### src/rtl/mvt_pkg.sv
// types and constants for the 4x4 matrix vector transform
// no dependencies
package mvt_pkg;

	localparam int FRAC_BITS = 16;
	localparam int DATA_W = 32;
	localparam int PROD_W = 2 * DATA_W;
	localparam int PAIR_W = PROD_W + 1;
	localparam int SUM_W = PROD_W + 2;
	localparam int CFG_W = 64;
	localparam int CFG_NUM = 8;
	localparam int CFG_IDX_W = 4;
	localparam int LANES = 4;

	localparam logic [DATA_W-1:0] SAT_MAX = {1'b0, {(DATA_W-1){1'b1}}};
	localparam logic [DATA_W-1:0] SAT_MIN = {1'b1, {(DATA_W-1){1'b0}}};

	// identity matrix after reset
	localparam logic [CFG_W-1:0] CFG_RESET [CFG_NUM] = '{
		64'h0000_0000_0001_0000,
		64'h0000_0000_0000_0000,
		64'h0001_0000_0000_0000,
		64'h0000_0000_0000_0000,
		64'h0000_0000_0000_0000,
		64'h0000_0000_0001_0000,
		64'h0000_0000_0000_0000,
		64'h0001_0000_0000_0000
	};

	typedef struct packed {
		logic signed [DATA_W-1:0] in_x;
		logic signed [DATA_W-1:0] in_y;
		logic signed [DATA_W-1:0] in_z;
		logic signed [DATA_W-1:0] in_w;
	} in_t;

	typedef struct packed {
		logic signed [DATA_W-1:0] out_x;
		logic signed [DATA_W-1:0] out_y;
		logic signed [DATA_W-1:0] out_z;
		logic signed [DATA_W-1:0] out_w;
		logic saturated;
	} out_t;

	typedef logic [LANES-1:0][DATA_W-1:0] vec4_t;
	typedef logic [LANES-1:0][SUM_W-1:0] sum4_t;

	typedef struct packed {
		logic en1;
		logic en2;
		logic en3;
	} pipe_en_t;

endpackage

### src/rtl/mvt_merge.sv
// merge stage: scales and clamps each lane sum, combines the clip flags,
// holds the output register; depends on mvt_pkg
module mvt_merge (
	input  logic                clk,
	input  logic                arst_n,
	input  logic                lane_valid,
	input  mvt_pkg::sum4_t      lane_sum,
	output logic                ready,
	output logic                out_valid,
	input  logic                out_stall,
	output mvt_pkg::out_t       out_data
);

	logic signed [mvt_pkg::SUM_W-1:0] scaled [mvt_pkg::LANES];
	logic [mvt_pkg::DATA_W-1:0] clamped [mvt_pkg::LANES];
	logic [mvt_pkg::LANES-1:0] clip;
	logic out_valid_q;
	mvt_pkg::out_t out_q;

	assign ready = !out_valid_q || !out_stall;

	always_comb begin
		for (int i = 0; i < mvt_pkg::LANES; i++) begin
			scaled[i] = $signed(lane_sum[i]) >>> mvt_pkg::FRAC_BITS;
			// in range when all bits above the result's sign agree with it
			clip[i] = !((&scaled[i][mvt_pkg::SUM_W-1:mvt_pkg::DATA_W-1])
				|| !(|scaled[i][mvt_pkg::SUM_W-1:mvt_pkg::DATA_W-1]));
			if (!clip[i]) begin
				clamped[i] = scaled[i][mvt_pkg::DATA_W-1:0];
			end else if (scaled[i][mvt_pkg::SUM_W-1]) begin
				clamped[i] = mvt_pkg::SAT_MIN;
			end else begin
				clamped[i] = mvt_pkg::SAT_MAX;
			end
		end
	end

	always_ff @(posedge clk or negedge arst_n) begin
		if (!arst_n) begin
			out_valid_q <= 1'b0;
		end else if (ready) begin
			out_valid_q <= lane_valid;
		end
	end

	always_ff @(posedge clk) begin
		if (ready && lane_valid) begin
			out_q.out_x <= clamped[0];
			out_q.out_y <= clamped[1];
			out_q.out_z <= clamped[2];
			out_q.out_w <= clamped[3];
			out_q.saturated <= |clip;
		end
	end

	assign out_valid = out_valid_q;
	assign out_data = out_q;

endmodule

### config.mk
export PLATFORM = sky130hd
export DESIGN_NAME = mvt_merge
export DESIGN_NICKNAME = d
export VERILOG_FILES = /design/src/rtl/mvt_pkg.sv /design/src/rtl/mvt_merge.sv
export SDC_FILE = /design/constraint.sdc
export NUM_CORES = 1
export LEC_CHECK = 0
export BUFFER_PORTS_ARGS = -buffer_cell sky130_fd_sc_hd__buf_2
export CAP_MARGIN = 10
export CORE_AREA = 2 2 156 158
export DETAILED_ROUTE_END_ITERATION = 10
export DIE_AREA = 0 0 158 160
export GPL_TIMING_DRIVEN = 1
export PLACE_DENSITY = 0.55
export SKIP_CTS_REPAIR_TIMING = 1
export SLEW_MARGIN = 10
export SYNTH_ARGS = -nofsm -noshare
export SYNTH_HDL_FRONTEND = slang
export SYNTH_SLANG_ARGS = --single-unit
### constraint.sdc
create_clock -name clk -period 4.1 [get_ports clk]
set_clock_uncertainty 0.2 [all_clocks]
set_input_delay 0.82 -clock clk [delete_from_list [all_inputs] [get_ports clk]]
set_output_delay 0.82 -clock clk [all_outputs]
set_load 0.005 [all_outputs]
==> results.cfg, run 1 <==
[run_status]
outcome = complete, no violations

[cts]
cts_max_level = 4
insertion_delay_ns = 0.41
cts_tree = done
cts_root_buffer = clkbuf_16
cts_buffers = 17
clk_path_buf_depth = 2
cts_sinks = 130
clkTransAtPathRegs_ns = 0.06

[worst_setup_path]
worstPathMaxFanout = 21
worstReg2RegStart = out_valid
critPathKind = in -> reg
critPathArrivalTime_ns = 2.64
startpoint_type = primary input
end_kind = flip-flop
cp.required_ns = 4.18
crit_start = lane_sum[257]

[grt]
grt_util_all_layers_pct = 11.85
grt_pass1_vias = 4301
grt-ovfl-total = 0
antenna_found_initial = 0
grt_max_degree = 64
grt_pass1_wl_mm = 22.87

[detailed_routing]
route.detailed.drc = 0
ant_nets = 0
num_vias = 4291
first_pass_iters = 4
vias_per_cell = 4.211
drt_iter0_markers = 168
wl_per_cell_um = 15.09
totalWireLength_mm = 15.38

[floorplan]
die_w_um = 158
placementRows = 57
initial_core_util_pct = 23.73
dieArea_sq_um = 25280
core_area_sq_um = 23820
io_pins = 399
die_h_um = 160

[final_layout]
syn2layout_area_growth_pct = 45.07
multi_input_area_sq_um = 1533
diodes = 0
drive_above_1_share_pct = 67.63
nets = 950
fillers = 2476
seqCellArea_sq_um = 3899

[placement]
dp_hpwl_mm = 11.16
place.gp.congestion = 0.7206
portBuffers = 334

[synthesis]
yosysWarnings = 0
postSynthCellCount = 346
yosysUniqueCellTypes = 20
yosysSeqAreaShare_pct = 68.98
ys_seq_elements = 130
syn_area_sq_um = 5652
syn_nets = 614
avgSynthCellArea_sq_um = 16.33

[power]
p_leak_nw = 3.763
powerDensity_nw_per_um2 = 419.2
vdd_ir_drop_max_v = 0.0002202

[timing]
hold_viol = 0
finalSetupTns_ns = 0
tightest_slew_ns = 0.6932
rsz0062_at_grt = false
setup_viol = 0
fin_crit_sh_pct = 62.53
fin_crit_ns = 2.564
slew_viol_final = 0
max_slew_margin_pct = 53.79
fmax_ghz = 0.3900
whs_ns = 0.3477

[run]
cap_violations = 0

[min_path]
hp-start = out_valid
min_path_type = reg -> reg
==> registers in the layout, indices dropped and copies added, names as in the netlist <==
name / count
out_data: 129
out_valid: 1
==> layer usage <==
| layer | global-route usage [%] | vias up | wire length [um] |
|---|---|---|---|
| met5 | 0 | - | 0 |
| met4 | 3.849 | 0 | 216 |
| met3 | 4.505 | 13 | 1358 |
| met2 | 20.63 | 192 | 7853 |
| met1 | 13.26 | 2021 | 5952 |
| li1 | - | 2065 | - |
==> layout by cell type (no fill, tap or decap), types with 2 or more instances in the layout <==
cell type and instances:
and3_1 4, a21o_2 85, buf_4 9, edfxtp_1 129
a21o_1 39, buf_2 334, inv_6 2, nor4_1 16
a31o_2 4, bufinv_16 3, nand4_1 21, a311oi_4 4
clkinvlp_4 3, nor4_2 4, nor2_1 8, clkinv_4 2
clkbuf_16 17, clkinv_1 2, clkbuf_1 2
==> per-stage QoR <==
stage	total power, mW	std cells	instance area, sq um	worst slack, ns	utilization, %
floorplan	1.721	346	5653	0.9317	-
global placement	1.917	986	7596	1.087	31.89
detailed placement	1.921	986	7596	1.092	31.89
CTS	3.497	1018	8189	1.502	34.38
global route	3.578	1019	8199	1.318	34.42
finish	3.437	1019	8199	1.536	34.42
==> worst max-delay path, stage by stage <==
cell     delay (ns)
buf_2          0.11
nor4_1         0.32
nand4_1        0.18
nor4_2         0.31
a31o_2         0.48
buf_4          0.27
a21o_1         0.15
==> worst paths after layout <==
check	endpoint	slack (ns)	depth (start not counted)
min	out_valid	0.35	2
max in group asynchronous	out_valid	3.09	2
min in group asynchronous	out_valid	0.52	2
max	out_data[24]	1.54	7
max reg2reg	out_data[37]	2.02	3
min reg2reg	out_valid	0.35	2
==> logic make-up after synthesis <==
group | Yosys count | share of synthesized area, %
DFF | 130 | 68.98
AOI/OAI and AO/OA | 132 | 19.92
and+or+nand+nor | 56 | 6.243
buffers and inverters | 28 | 4.848
==> layout make-up <==
type                            count  area share, %
Clock buffer                       19          5.280
Clock inverter                     13          1.953
Multi-Input combinational cell    188          18.69
Sequential cell                   130          47.55
Tap cell                          324          4.944
Timing Repair Buffer              345          21.58
==> synth_stat cells <==
cell	instances	area, sq um
nor4_1	16	100.1
dfrtp_1	1	25.02
a21o_2	85	744.5
nand4_1	21	131.4
a311oi_1	1	8.760
and3_1	4	25.02
nand2_1	1	3.750
nand2b_1	1	6.260
buf_4	3	22.52
nor4_2	4	50.05
edfxtp_1	129	3874
a21o_1	39	292.8
dlygate4sd3_1	3	30.03
buf_2	3	15.01
and2_1	1	6.260
a311oi_2	3	45.04
clkbuf_1	1	3.750
nor2_1	8	30.03
buf_6	18	202.7
a31o_2	4	35.03
==> power by group <==
part	internal [mW]	switching [mW]	total, mW
logic	0.169	0.154	0.323
clock network	0.957	0.592	1.55
registers	1.55	0.0150	1.56
Note: power is estimated with default switching activity, not from simulation.
==> inputs of run 2 (changes only) <==
--- a/config.mk
+++ b/config.mk
@@ -7,11 +7,11 @@
 export LEC_CHECK = 0
 export BUFFER_PORTS_ARGS = -buffer_cell sky130_fd_sc_hd__buf_2
 export CAP_MARGIN = 10
-export CORE_AREA = 2 2 156 158
+export CORE_AREA = 2 2 157 159
 export DETAILED_ROUTE_END_ITERATION = 10
-export DIE_AREA = 0 0 158 160
+export DIE_AREA = 0 0 159 161
 export GPL_TIMING_DRIVEN = 1
-export PLACE_DENSITY = 0.55
+export PLACE_DENSITY = 0.52
 export SKIP_CTS_REPAIR_TIMING = 1
 export SLEW_MARGIN = 10
 export SYNTH_ARGS = -nofsm -noshare
==> constraint.sdc (replaced) <==
create_clock -name clk -period 2.6 [get_ports clk]
set_clock_uncertainty 0.2 [all_clocks]
set_input_delay 0.52 -clock clk [delete_from_list [all_inputs] [get_ports clk]]
set_output_delay 0.52 -clock clk [all_outputs]
set_load 0.005 [all_outputs]
==> run 2 against run 1 <==
First-iteration DRC count increased by 1.8%. Flip-flop and latch count unchanged. Non-clock buffer count increased by 4. Final cell count increased by 0.49%. Register-to-register slack got worse by 1.1 ns. Via count increased by 1.5%. Power increased by 55%. Sequential share of layout area decreased by 0.55 points. Clock power increased by 50%. Die area increased by 1.3%. Routed wire length increased by 1.3%. Largest cell class unchanged. Largest power group unchanged.
==> results.cfg, run 2 (same netlist as run 1, synthesis figures left out) <==
[worst_setup_path]
end_kind = flip-flop
worstPathMaxFanout = 15
startpoint_type = primary input
critPathKind = in -> reg
cp.required_ns = 2.56
critPathArrivalTime_ns = 2.06

[cts]
cts_sinks = 130
clk_path_buf_depth = 2
cts_buffers = 17
cts_tree = done
cts_root_buffer = clkbuf_16
cts_max_level = 4
clkTransAtPathRegs_ns = 0.05
insertion_delay_ns = 0.40

[grt]
grt_max_degree = 67
grt-ovfl-total = 0
grt_pass1_vias = 4504
antenna_found_initial = 2
grt_util_all_layers_pct = 12.10
grt_pass1_wl_mm = 24.12

[floorplan]
io_pins = 399
placementRows = 57
die_h_um = 161
die_w_um = 159
core_area_sq_um = 23960
initial_core_util_pct = 23.59
dieArea_sq_um = 25600

[final_layout]
nets = 954
drive_above_1_share_pct = 68.19
syn2layout_area_growth_pct = 46.78
layout_commonest_cell = buf_2
fin_util_pct = 34.62
stdcell_area_sq_um = 8295
fillers = 2463
largest_reg_flops = 129
mostFrequentLayoutCells = buf_2 (334), edfxtp_1 (129), a21o_2 (85)

[detailed_routing]
drt_iter0_markers = 171
totalWireLength_mm = 15.58
wl_per_cell_um = 15.21
first_pass_iters = 4
num_vias = 4354
vias_per_cell = 4.252
ant_nets = 0
route.detailed.drc = 0

[timing]
setup_viol = 0
max_slew_margin_pct = 48.27
rsz0062_at_grt = false
fin_crit_sh_pct = 80.66
finalSetupTns_ns = 0
fmax_ghz = 0.4768
slew_viol_final = 0
fin_crit_ns = 2.097
tightest_slew_ns = 0.7760
hold_viol = 0

[placement]
place_area_sq_um = 7714
portBuffers = 334
place.gp.congestion = 0.7527
dp_hpwl_mm = 11.55

[power]
powerDensity_nw_per_um2 = 641.0
vdd_ir_drop_max_v = 0.0003335
p_leak_nw = 3.801
power_mw = 5.317

[run]
cap_violations = 0

[min_path]
min_path_type = in -> reg

[run_status]
outcome = complete, no violations
==> run 2: changes by cell type in the layout (fill, tap and decap cells not counted) <==
cell,previous run,this run
buf_12,1,8
clkinv_4,2,3
clkinv_2,1,4
clkinv_1,2,1
bufinv_16,3,2
buf_4,9,6
clkbuf_1,2,0
diode_2,0,2
inv_6,2,1
==> run 2: critical path: stages <==
cell and delay (ns):
buf_2 0.13, nor4_1 0.31, nand4_1 0.15, nor4_2 0.30, a311oi_4 0.18, buf_4 0.26
a21o_2 0.19
==> run 2: metrics by stage <==
step	hold slack [ns]	cells	setup slack (ns)
floorplan	0.02441	346	0.4012
global placement	0.1064	990	0.1085
detailed placement	0.1054	990	0.06961
CTS	-0.3390	1021	0.5188
global route	0.09958	1023	0.3345
finish	0.1223	1024	0.5028
==> run 2: report_power, final <==
group	switching [mW]	total [mW]	leakage [nW]	internal [mW]
Combinational	0.247	0.522	2.29	0.275
Sequential	0.0244	2.47	1.24	2.44
Clock	0.926	2.33	0.272	1.40
Total	1.20	5.32	3.80	4.12
==> run 2: final timing paths <==
kind,startpoint,to,slack (ns),cells after the start
max,lane_sum[131],out_data[94],0.50,7
max in group asynchronous,arst_n,out_valid,1.89,2
min in group asynchronous,arst_n,out_valid,0.22,2
min reg2reg,out_valid,out_valid,0.33,2
max reg2reg,out_valid,out_data[20],0.93,3
min,lane_valid,out_valid,0.12,2
==> run 2: final cells by class <==
cell class	instances	area, sq um	share of cell area [%]
Multi-Input combinational cell	188	1533	18.48
Tap cell	324	405.4	4.887
Timing Repair Buffer	349	1887	22.75
Clock buffer	17	425.4	5.128
Antenna cell	2	5.005	0.06033
Sequential cell	130	3899	47.00
Clock inverter	14	141.4	1.704
==> run 2: metal layers <==
metal / GRT usage [%] / wire (um) / vias up
met4: 4.835 / 413 / 2
met3: 5.624 / 1569 / 27
li1: - / - / 2081
met1: 13.95 / 6182 / 2026
met5: 0 / 13 / -
met2: 19.58 / 7399 / 218
